File: src/hdl/klm_pkg.sv
package klm_pkg;

  localparam int NUM_KEYWORDS = 6;
  localparam int WINDOW_LEN   = 19;
  localparam int TABLE_SIZE   = 6;
  localparam int KW_MAX       = 19;

  // keywords actually compared, never more than the table holds
  localparam int NUM_ACTIVE = (NUM_KEYWORDS < TABLE_SIZE) ? NUM_KEYWORDS : TABLE_SIZE;
  // byte positions that can take part in a compare
  localparam int CMP_LEN    = (KW_MAX < WINDOW_LEN) ? KW_MAX : WINDOW_LEN;
  localparam int FILL_W     = $clog2(WINDOW_LEN + 1);
  localparam int KW_LEN_W   = $clog2(KW_MAX + 1);
  localparam int IDX_W      = 3;

  typedef logic [7:0] char_t;

  localparam char_t CH_SPACE = 8'h20;
  localparam char_t CH_QUEST = 8'h3F;
  localparam char_t CH_BANG  = 8'h21;
  localparam char_t CH_DOT   = 8'h2E;
  localparam char_t CH_SEMI  = 8'h3B;
  localparam char_t CH_COMMA = 8'h2C;
  localparam char_t CH_LC_A  = 8'h61;
  localparam char_t CH_LC_Z  = 8'h7A;
  localparam char_t CASE_OFS = 8'h20;

  // String literals are right-justified: the last character sits in byte 0,
  // so byte j of a keyword lines up with byte j of the window (newest first).
  localparam logic [KW_MAX*8-1:0] KW_STR [TABLE_SIZE] = '{
    "WHAT IS YOUR NAME",
    "HI",
    "HOW ARE YOU",
    "WHO ARE YOU",
    "ARE YOU INTELLIGENT",
    "ARE YOU REAL"
  };

  localparam logic [KW_LEN_W-1:0] KW_LEN [TABLE_SIZE] = '{
    KW_LEN_W'(17), KW_LEN_W'(2), KW_LEN_W'(11),
    KW_LEN_W'(11), KW_LEN_W'(19), KW_LEN_W'(12)
  };

  typedef struct packed {
    char_t text_byte;
    logic  line_end;
  } klm_in_t;

  typedef struct packed {
    logic             match_found;
    logic [IDX_W-1:0] match_index;
  } klm_out_t;

  function automatic logic is_punct(input char_t c);
    return (c == CH_QUEST) || (c == CH_BANG) || (c == CH_DOT) ||
           (c == CH_SEMI) || (c == CH_COMMA);
  endfunction

  function automatic char_t to_upper(input char_t c);
    if (c >= CH_LC_A && c <= CH_LC_Z) begin
      return c - CASE_OFS;
    end
    return c;
  endfunction

endpackage

File: src/hdl/keyword_line_matcher.sv
// Path: an accepted line_end beat goes into the input register, then the match logic
//   loads its result into the result register, which drives the result beat.
// Throughput: one input beat per cycle, sustained; a line_end beat waits in the
//   input register only while the result register is full and stalled.
// Reset (rst_n low, synchronous): window, fill count, previous byte, hit flags
//   and all valid flags clear; no result is pending.
module keyword_line_matcher (
  input  logic              clk,
  input  logic              rst_n,
  input  logic              in_valid,
  output logic              in_stall,
  input  klm_pkg::klm_in_t  in_data,
  output logic              out_valid,
  input  logic              out_stall,
  output klm_pkg::klm_out_t out_data
);
  import klm_pkg::*;

  // ---------------- input register ----------------
  logic    s1_valid_r, s1_valid_nxt;
  klm_in_t s1_data_r;
  logic    s1_fire;
  logic    out_free;
  logic    in_accept;

  // result slot can take a new beat this cycle
  assign out_free  = !out_valid || !out_stall;
  // non-final bytes never need the result slot, so they always move on
  assign s1_fire   = s1_valid_r && (!s1_data_r.line_end || out_free);
  assign in_stall  = s1_valid_r && !s1_fire;
  assign in_accept = in_valid && !in_stall;

  always_comb begin
    s1_valid_nxt = s1_valid_r;
    if (in_accept) begin
      s1_valid_nxt = 1'b1;
    end else if (s1_fire) begin
      s1_valid_nxt = 1'b0;
    end
  end

  always_ff @(posedge clk) begin
    if (!rst_n) begin
      s1_valid_r <= 1'b0;
    end else begin
      s1_valid_r <= s1_valid_nxt;
    end
    if (in_accept) begin
      s1_data_r <= in_data;
    end
  end

  // ---------------- line state ----------------
  logic [WINDOW_LEN*8-1:0] window_r, window_nxt;   // byte 0 = newest char
  logic [FILL_W-1:0]       fill_r, fill_nxt;
  char_t                   prev_r, prev_nxt;
  logic [TABLE_SIZE-1:0]   hits_r, hits_nxt;

  logic  double_space;
  logic  push;
  char_t norm_char;
  logic [WINDOW_LEN*8-1:0] win_shift;
  logic [FILL_W-1:0]       fill_shift;
  logic [TABLE_SIZE-1:0]   hit_now;
  logic [TABLE_SIZE-1:0]   hits_all;
  logic                    kw_ok;

  klm_out_t res_nxt;

  always_comb begin
    // normalize the raw byte
    double_space = (s1_data_r.text_byte == CH_SPACE) && (prev_r == CH_SPACE);
    push         = !double_space && !is_punct(s1_data_r.text_byte);
    norm_char    = to_upper(s1_data_r.text_byte);

    // window as it stands after this byte
    win_shift  = window_r;
    fill_shift = fill_r;
    if (push) begin
      win_shift = {window_r[(WINDOW_LEN-1)*8-1:0], norm_char};
      if (fill_r < FILL_W'(WINDOW_LEN)) begin
        fill_shift = fill_r + FILL_W'(1);
      end
    end

    // parallel compare of every keyword ending at the newest char
    hit_now = '0;
    for (int i = 0; i < NUM_ACTIVE; i++) begin
      kw_ok = (int'(KW_LEN[i]) <= WINDOW_LEN) && (KW_LEN[i] != '0) &&
              (int'(KW_LEN[i]) <= int'(fill_shift));
      for (int j = 0; j < CMP_LEN; j++) begin
        if (j < int'(KW_LEN[i]) && win_shift[j*8 +: 8] != KW_STR[i][j*8 +: 8]) begin
          kw_ok = 1'b0;
        end
      end
      hit_now[i] = push && kw_ok;
    end
    hits_all = hits_r | hit_now;

    // lowest hit index wins
    res_nxt.match_found = |hits_all;
    res_nxt.match_index = '0;
    for (int i = TABLE_SIZE - 1; i >= 0; i--) begin
      if (hits_all[i]) begin
        res_nxt.match_index = IDX_W'(i);
      end
    end

    // commit, and clear everything once the line is reported
    window_nxt = window_r;
    fill_nxt   = fill_r;
    prev_nxt   = prev_r;
    hits_nxt   = hits_r;
    if (s1_fire) begin
      if (s1_data_r.line_end) begin
        window_nxt = '0;
        fill_nxt   = '0;
        prev_nxt   = '0;
        hits_nxt   = '0;
      end else begin
        window_nxt = win_shift;
        fill_nxt   = fill_shift;
        hits_nxt   = hits_all;
        if (!double_space) begin
          prev_nxt = s1_data_r.text_byte;
        end
      end
    end
  end

  always_ff @(posedge clk) begin
    if (!rst_n) begin
      window_r <= '0;
      fill_r   <= '0;
      prev_r   <= '0;
      hits_r   <= '0;
    end else begin
      window_r <= window_nxt;
      fill_r   <= fill_nxt;
      prev_r   <= prev_nxt;
      hits_r   <= hits_nxt;
    end
  end

  // ---------------- result register ----------------
  logic     out_valid_r, out_valid_nxt;
  klm_out_t out_data_r;
  logic     res_load;

  assign res_load = s1_fire && s1_data_r.line_end;

  always_comb begin
    out_valid_nxt = out_valid_r;
    if (res_load) begin
      out_valid_nxt = 1'b1;
    end else if (out_valid_r && !out_stall) begin
      out_valid_nxt = 1'b0;
    end
  end

  always_ff @(posedge clk) begin
    if (!rst_n) begin
      out_valid_r <= 1'b0;
    end else begin
      out_valid_r <= out_valid_nxt;
    end
    if (res_load) begin
      out_data_r <= res_nxt;
    end
  end

  assign out_valid = out_valid_r;
  assign out_data  = out_data_r;

endmodule

File: config.mk
export PLATFORM = sky130hd
export DESIGN_NAME = keyword_line_matcher
export DESIGN_NICKNAME = d
export VERILOG_FILES = /design/src/hdl/klm_pkg.sv /design/src/hdl/keyword_line_matcher.sv
export SDC_FILE = /design/constraint.sdc
export NUM_CORES = 1
export LEC_CHECK = 0
export BUFFER_PORTS_ARGS = -buffer_cell sky130_fd_sc_hd__buf_2
export CAP_MARGIN = 5
export CORE_MARGIN = 2
export CORE_UTILIZATION = 50
export CTS_CLUSTER_DIAMETER = 100
export DETAILED_ROUTE_END_ITERATION = 16
export PLACE_DENSITY = 0.66
export REMOVE_ABC_BUFFERS = 1
export SYNTH_ARGS = -nofsm -noshare
export SYNTH_HDL_FRONTEND = slang
export SYNTH_SLANG_ARGS = --single-unit
export TNS_END_PERCENT = 5
File: constraint.sdc
create_clock -name clk -period 4.1 [get_ports clk]
set_clock_uncertainty 0.05 [all_clocks]
set_input_delay 0.82 -clock clk [delete_from_list [all_inputs] [get_ports clk]]
set_output_delay 0.82 -clock clk [all_outputs]
set_load 0.02 [all_outputs]
==> results of run 1 <==
## worst paths after layout
kind,startpoint,end,cells after the start,slack [ns]
worst max-delay path,s1_data_r[6],out_data[2],10,0.77
worst min-delay path,out_valid,out_valid,2,0.44
worst max register to register,s1_data_r[6],out_data[2],10,0.77
worst min register to register,out_valid,out_valid,2,0.44
## state kept, by name (all words and copies together) (netlist names)
| register | count |
|---|---|
| hits_r | 6 |
| fill_r | 5 |
| prev_r | 8 |
| out_valid | 1 |
| s1_valid_r | 1 |
| s1_data_r | 9 |
| window_r | 144 |
| out_data | 4 |
## where the power goes
part	internal, uW	switching [uW]	total, uW
Sequential	1760	19.8	1780
Combinational	55.7	95.3	151
Clock	1100	706	1800
Total	2910	821	3730
## per-stage QoR
stage,setup TNS [ns],utilization,setup WS [ns]
6_report,0,0.5679,0.7732
5_1_grt,0,0.5679,0.4613
4_1_cts,0,0.5679,0.8286
3_5_place_dp,0,0.5247,0.9066
2_1_floorplan,-379.51,-,-2.888
3_3_place_gp,0,0.5247,0.9944
## worst max-delay path, cell delays in order (launching register included)
cell and delay (ns):
sky130_fd_sc_hd__edfxtp_1 0.50, sky130_fd_sc_hd__inv_1 0.08, sky130_fd_sc_hd__ha_1 0.32, sky130_fd_sc_hd__nor2_1 0.11, sky130_fd_sc_hd__o221ai_1 0.11, sky130_fd_sc_hd__a211oi_1 0.68
sky130_fd_sc_hd__nand3_1 0.28, sky130_fd_sc_hd__nor4_1 0.55, sky130_fd_sc_hd__a211oi_1 0.23, sky130_fd_sc_hd__nand2_1 0.12, sky130_fd_sc_hd__nor3_2 0.05
## layout make-up
class                           count  area, um2
Fill cell                        1317       6569
Multi-Input combinational cell    554       3815
Sequential cell                   178       3694
Clock buffer                       18      429.2
Tap cell                          188      235.2
Clock inverter                     14      227.7
Timing Repair Buffer               25      195.2
Inverter                           10      37.54
## synthesized netlist by cell type, drive strengths merged, types with 2 or more instances
master,instances,area share
dfxtp,165,0.43
nor2b,159,0.13
a22oi,150,0.14
clkbuf,50,0.024
nor2,22,0.011
nand2,17,0.0082
nor3,17,0.012
nor4bb,17,0.022
nor4,14,0.011
edfxtp,13,0.050
nand3,13,0.0084
nand4,13,0.010
nor3b,13,0.013
nor4b,13,0.015
a21oi,11,0.0071
nand4b,11,0.012
buf,10,0.0068
inv,10,0.0048
o21ai,10,0.0069
or4,7,0.0068
a211oi,5,0.0048
and4b,5,0.0064
nand2b,5,0.0040
and3,4,0.0032
nand3b,4,0.0039
a21boi,3,0.0029
a32oi,3,0.0034
and2,3,0.0024
ha,3,0.0048
o21a,3,0.0029
or4b,3,0.0039
a31oi,2,0.0016
a41oi,2,0.0023
mux2i,2,0.0026
o31ai,2,0.0019
## logic make-up after synthesis
logic type | synth area share
AO/OA/AOI/OAI | 0.1962
adder cells (fa/ha/maj) | 0.004833
buffers and inverters | 0.03576
flip-flops | 0.4755
multiplexers | 0.002577
AND/OR/NAND/NOR | 0.2851
## per-layer routing
| layer | track usage | vias to the layer above | routed length (um) |
|---|---|---|---|
| met5 | 0 | - | 0 |
| met4 | 0.1113 | 0 | 646 |
| met3 | 0.05281 | 42 | 1109 |
| met2 | 0.3442 | 185 | 8432 |
| met1 | 0.3781 | 3077 | 10030 |
| li1 | - | 2984 | - |
==> flow_metrics.py, run 1 <==
metrics = {
    "drt": {
        "routed_wl_mm": 20.22,
        "dr.first_iter.drc_count": 879,
        "dr_vias": 6288,
        "first_pass_iters": 5,
        "drt.antenna.violating_nets": 0,
        "wl_per_cell_um": 20.48,
        "drc": 0,
        "routed_via_count_divided_by_cell_count": 6.371,
    },
    "clock_network": {
        "clkSinkCount": 178,
        "clkSlewWorstSetupHoldPaths_ns": 0.07,
        "post_cts_resize_count": 0,
        "cts_hold_repair.buffers": 0,
        "tritoncts.num_buffers": 17,
        "clock_path_buffers": 2,
        "ctsRootBufferMaster": "sky130_fd_sc_hd__clkbuf_16",
        "cts_tree": "done",
        "htree_levels": 4,
        "cts_setup_buffers": 0,
        "clk_latency_ns": 0.43,
    },
    "setup_path": {
        "timing.setup.critical_path_class": "flop to flop",
        "worst_ep_arrival_time_ns": 3.44,
        "cp-start-kind": "flop",
        "critPathMaxFanout": 9,
        "cp_data_required_time_ns": 4.22,
        "worst_setup_path_end_kind": "flop",
    },
    "logic_synthesis": {
        "synth_edf_count": 13,
        "synth_seq_area_share": 0.4755,
        "synth.ff_latch_count": 178,
        "synthFlopType": "sky130_fd_sc_hd__dfxtp_1",
        "synth_cell_type_count": 60,
        "synth_async_sr_flop_share": 0,
        "synthesis.instances": 802,
        "synth_area_per_cell_um2": 9.685,
        "synthesis.area_um2": 7767,
        "ys.warnings.count": 0,
    },
    "status": {
        "status": "finished, final reports clean",
    },
    "pwr": {
        "vdd_ir_max_mv": 0.3079,
        "leakage_uw": 0.002619,
        "powerDensity_nw_per_um2": 432.5,
        "p_total_uw": 3734,
    },
    "finish": {
        "antennaDiodeCount": 0,
        "fin_nets": 802,
        "final_layout_size_suffix_gt1_frac": 0.08385,
        "leading_cell_types_in_the_layout_fill_and_taps_excluded": "sky130_fd_sc_hd__dfxtp_1 (165), sky130_fd_sc_hd__nor2b_1 (159), sky130_fd_sc_hd__a22oi_1 (150)",
        "final_cell_count_no_fill": 987,
        "layout.cell_area.non_filler_um2": 8633,
        "area_growth_pct": 11.15,
        "layout_commonest_cell": "sky130_fd_sc_hd__dfxtp_1",
    },
    "sta": {
        "drv_slew": 0,
        "grt_setup_unrepaired": "no",
        "hold_slack_ns": 0.4413,
        "final-hold-violation-count": 0,
        "max-slew-margin-rel": 0.4144,
        "worstMarginPinSlew_ns": 0.8765,
        "period_minus_slack_ns": 3.327,
        "final-setup-viol-count": 0,
        "timing.fmax_mhz": 300.6,
        "layout_worst_path_cycle_share": 0.8114,
    },
    "place": {
        "place_inst": 955,
        "post_detailed_placement_cell_area_um2": 7976,
        "place.port_buffers": 18,
        "detailed_place_hpwl_mm": 13.49,
        "gp_congestion": 0.9284,
    },
    "worst_hold_path": {
        "worstHoldPathType": "flop to flop",
    },
    "grt": {
        "grt_start_max_net_pins": 145,
        "wire_length_of_the_first_global_routing_pass_mm": 32.36,
        "grt.total_usage": 0.2513,
        "first_global_vias": 5896,
        "antenna_found_initial": 0,
        "grt_overflow_total": 0,
    },
    "floorplanning": {
        "die-width_um": 128.6,
        "num_io_pins": 19,
        "area_enclosed_by_the_die_boundary_um2": 16550,
        "area_of_the_placeable_core_um2": 15200,
        "core.rowCount": 45,
        "dieHeight_um": 128.6,
        "start_util": 0.5109,
    },
    "job": {
        "cap_viol_max_count": 0,
    },
}
Power figures use the tool's default switching activity.
==> run 2: changes to the inputs <==
--- a/config.mk
+++ b/config.mk
@@ -5,6 +5,7 @@
 export SDC_FILE = /design/constraint.sdc
 export NUM_CORES = 1
 export LEC_CHECK = 0
+export ABC_AREA = 1
 export BUFFER_PORTS_ARGS = -buffer_cell sky130_fd_sc_hd__buf_2
 export CAP_MARGIN = 5
 export CORE_MARGIN = 2
==> constraint.sdc (replaced) <==
create_clock -name clk -period 3.4 [get_ports clk]
set_clock_uncertainty 0.05 [all_clocks]
set_input_delay 0.68 -clock clk [delete_from_list [all_inputs] [get_ports clk]]
set_output_delay 0.68 -clock clk [all_outputs]
set_load 0.02 [all_outputs]
==> run 2 against run 1 <==
Sequential cell count is 8 higher. Clock power increased by 9%. Worst hold slack got worse by 0.081 ns. Register-to-register slack worse by 0.67 ns. Critical path depth up 14. Largest cell class unchanged. Synthesized area up 43%. Global-route usage up 4.8 points. Via count grew 89%. Critical path type unchanged. First-iteration DRC count is 41% higher. Design area up 47%. Routed wire length is 80% higher. Power grew 21%.
==> flow_metrics.py, run 2 <==
metrics = {
    "status": {
        "status": "finished, final reports clean",
    },
    "floorplanning": {
        "core.rowCount": 54,
        "area_enclosed_by_the_die_boundary_um2": 23380,
        "num_io_pins": 19,
        "dieHeight_um": 152.9,
        "die-width_um": 152.9,
        "area_of_the_placeable_core_um2": 21820,
        "start_util": 0.5079,
    },
    "sta": {
        "drv_slew": 0,
        "max-slew-margin-rel": 0.4420,
        "final-setup-viol-count": 0,
        "final-hold-violation-count": 0,
        "period_minus_slack_ns": 3.295,
        "hold_slack_ns": 0.3602,
        "layout_worst_path_cycle_share": 0.9692,
        "worstMarginPinSlew_ns": 0.8371,
        "timing.fmax_mhz": 303.5,
    },
    "logic_synthesis": {
        "synthesis.instances": 1857,
        "synthFlopType": "sky130_fd_sc_hd__dfxtp_1",
        "synth_common_cells": "sky130_fd_sc_hd__nand2_1 (694), sky130_fd_sc_hd__inv_1 (225), sky130_fd_sc_hd__nor2_1 (191)",
        "synth_seq_area_share": 0.3477,
        "synth_async_sr_flop_share": 0,
        "synth_largest_type_area_fraction": 0.3125,
        "yosys.cell_count.top_type": "sky130_fd_sc_hd__nand2_1",
        "synth_edf_count": 13,
        "synthesis.area_um2": 11080,
        "area_contributors_post_synth": "sky130_fd_sc_hd__dfxtp_1 (31%), sky130_fd_sc_hd__nand2_1 (24%), sky130_fd_sc_hd__inv_1 (7.6%), sky130_fd_sc_hd__nor2_1 (6.5%), sky130_fd_sc_hd__a21oi_1 (6.1%)",
        "synth.ff_latch_count": 186,
        "yosysTopAreaCell": "sky130_fd_sc_hd__dfxtp_1",
        "ys.warnings.count": 0,
        "synth_area_per_cell_um2": 5.969,
        "synth_cell_type_count": 39,
    },
    "clock_network": {
        "htree_levels": 4,
        "cts_hold_repair.buffers": 0,
        "clock_path_buffers": 2,
        "cts_tree": "done",
        "clkSinkCount": 186,
        "tritoncts.num_buffers": 17,
        "clkSlewWorstSetupHoldPaths_ns": 0.08,
        "clk_latency_ns": 0.44,
        "ctsRootBufferMaster": "sky130_fd_sc_hd__clkbuf_16",
    },
    "pwr": {
        "power.share.sequential": 0.495,
        "p_total_uw": 4509,
        "clkPwrFrac": 0.434,
        "sw_frac_of_total": 0.2732,
        "comb_power_frac": 0.070,
        "vdd_ir_max_mv": 0.2918,
        "powerDensity_nw_per_um2": 354.8,
        "cellInternalPower_uw": 3277,
        "power.switching_uw": 1232,
        "leakage_uw": 0.005013,
    },
    "finish": {
        "antennaDiodeCount": 0,
        "largest_register_ff_count": 152,
        "fin_nets": 1903,
        "area_growth_pct": 14.65,
        "final_layout_size_suffix_gt1_frac": 0.09737,
        "largestRegisters": "window_r x152, s1_data_r x9, prev_r x8",
        "leading_cell_types_in_the_layout_fill_and_taps_excluded": "sky130_fd_sc_hd__nand2_1 (689), sky130_fd_sc_hd__inv_1 (224), sky130_fd_sc_hd__nor2_1 (180)",
        "layout_commonest_cell": "sky130_fd_sc_hd__nand2_1",
        "max_flop_register": "window_r",
    },
    "place": {
        "place.port_buffers": 18,
        "gp_congestion": 0.9793,
        "detailed_place_hpwl_mm": 23.80,
    },
    "drt": {
        "wl_per_cell_um": 16.65,
        "dr.first_iter.drc_count": 1241,
        "routed_via_count_divided_by_cell_count": 5.446,
        "dr_vias": 11872,
        "drt.antenna.violating_nets": 0,
        "routed_wl_mm": 36.31,
        "drc": 0,
        "first_pass_iters": 5,
    },
    "grt": {
        "antenna_found_initial": 0,
        "first_global_vias": 10613,
        "grt_overflow_total": 0,
        "grt.total_usage": 0.2994,
        "grt_start_max_net_pins": 143,
        "wire_length_of_the_first_global_routing_pass_mm": 56.25,
    },
    "job": {
        "cap_viol_max_count": 0,
    },
    "setup_path": {
        "worst_setup_path_end_kind": "flop",
        "cp_data_required_time_ns": 3.55,
        "critPathMaxFanout": 9,
        "cp-start-kind": "flop",
        "timing.setup.critical_path_class": "flop to flop",
        "worst_ep_arrival_time_ns": 3.45,
    },
    "worst_hold_path": {
        "worstHoldPathType": "input port to flop",
    },
}
## run 2: cell types whose count changed after synthesis, moves of 17 or more
cell | before | now
sky130_fd_sc_hd__nand2_1 | 17 | 694
sky130_fd_sc_hd__inv_1 | 10 | 225
sky130_fd_sc_hd__nor2_1 | 22 | 191
sky130_fd_sc_hd__nor2b_1 | 159 | 0
sky130_fd_sc_hd__a22oi_1 | 150 | 0
sky130_fd_sc_hd__a21oi_1 | 11 | 136
sky130_fd_sc_hd__nand4_1 | 13 | 94
sky130_fd_sc_hd__nand3_1 | 13 | 53
sky130_fd_sc_hd__o21ai_0 | 7 | 47
sky130_fd_sc_hd__o21ai_1 | 2 | 38
sky130_fd_sc_hd__o22ai_1 | 1 | 32
sky130_fd_sc_hd__clkbuf_1 | 50 | 69
sky130_fd_sc_hd__nor4bb_1 | 17 | 0
## run 2: through the flow
step / utilization / setup TNS, ns / std cells / setup slack [ns] / area (um2)
after global placement: 0.5408 / 0 / 2134 / 0.02373 / 11800
after floorplan: - / -761.72 / 1753 / -6.481 / 10560
after detailed placement: 0.5408 / -0.08454 / 2134 / -0.08454 / 11800
after CTS: 0.5702 / 0 / 2168 / 0.02436 / 12440
after global routing: 0.5823 / -0.09598 / 2180 / -0.07121 / 12710
final: 0.5823 / 0 / 2180 / 0.1048 / 12710
## run 2: area by class of cell
type,instances,area (um2)
Tap cell,280,350.3
Multi-Input combinational cell,1332,5927
Inverter,235,887.1
Clock buffer,17,425.4
Sequential cell,186,3854
Timing Repair Buffer,115,1132
Clock inverter,15,132.6
Fill cell,2184,9115
## run 2: power by group through the flow
stage	Combinational, uW	Clock (uW)	Sequential, uW
3_3_place_gp	298	0	2280
3_5_place_dp	298	0	2280
6_report	317	1960	2230
2_1_floorplan	173	0	2280
4_1_cts	304	1980	2230
5_1_grt	346	2070	2240
## run 2: kinds of logic (layout without fill, tap and decap cells)
logic type | Yosys count | count (layout) | share of synthesized area
and+or+nand+nor | 1063 | 1063 | 0.3946
DFF | 186 | 186 | 0.3477
AOI/OAI and AO/OA | 263 | 263 | 0.1253
xor gates and xnor gates | 3 | 3 | 0.002371
buffers and inverters | 339 | 382 | 0.1266
adders and majority gates | 3 | 3 | 0.003387
## run 2: layer usage
| metal | routed length [um] | global-route usage | part of all wire |
|---|---|---|---|
| met5 | 0 | 0 | 0 |
| met1 | 16240 | 0.4208 | 0.45 |
| met4 | 1029 | 0.08422 | 0.028 |
| met3 | 2562 | 0.04990 | 0.071 |
| met2 | 16480 | 0.4770 | 0.45 |
## run 2: worst max-delay path, stage by stage (launching register included)
cell	delay, ns
sky130_fd_sc_hd__edfxtp_1	0.41
sky130_fd_sc_hd__inv_1	0.09
sky130_fd_sc_hd__ha_1	0.14
sky130_fd_sc_hd__inv_1	0.04
sky130_fd_sc_hd__nor2_1	0.07
sky130_fd_sc_hd__nand2_1	0.05
sky130_fd_sc_hd__nor2_1	0.11
sky130_fd_sc_hd__nand2_2	0.08
sky130_fd_sc_hd__nand3_4	0.12
sky130_fd_sc_hd__buf_6	0.16
sky130_fd_sc_hd__buf_16	0.16
sky130_fd_sc_hd__buf_4	0.17
sky130_fd_sc_hd__nand2_1	0.06
sky130_fd_sc_hd__nand2_1	0.08
sky130_fd_sc_hd__inv_1	0.07
sky130_fd_sc_hd__nor3_1	0.22
sky130_fd_sc_hd__nand4_1	0.16
sky130_fd_sc_hd__nor2_1	0.15
sky130_fd_sc_hd__nand2_1	0.06
sky130_fd_sc_hd__nor2_1	0.16
sky130_fd_sc_hd__nand3_2	0.17
sky130_fd_sc_hd__nand2_4	0.12
sky130_fd_sc_hd__nor2_1	0.05
sky130_fd_sc_hd__nand2_1	0.05
sky130_fd_sc_hd__nor2_1	0.03
## run 2: worst paths after layout
check | endpoint | cells past startpoint | start | slack (ns)
setup reg to reg | out_data[2] | 24 | s1_data_r[7] | 0.10
setup / recovery | out_data[2] | 24 | s1_data_r[7] | 0.10
hold / removal | s1_data_r[0] | 1 | in_data[0] | 0.36
hold reg to reg | hits_r[5] | 2 | hits_r[5] | 0.40
## run 2: timing repair
| action | in CTS | in global routing |
|---|---|---|
| gates cloned | 2 | 5 |
| buffers inserted | 0 | 7 |
| endpoints found under the setup margin | 2 | 8 |
| gates resized for setup | 4 | 27 |
| pin swaps | 0 | 4 |
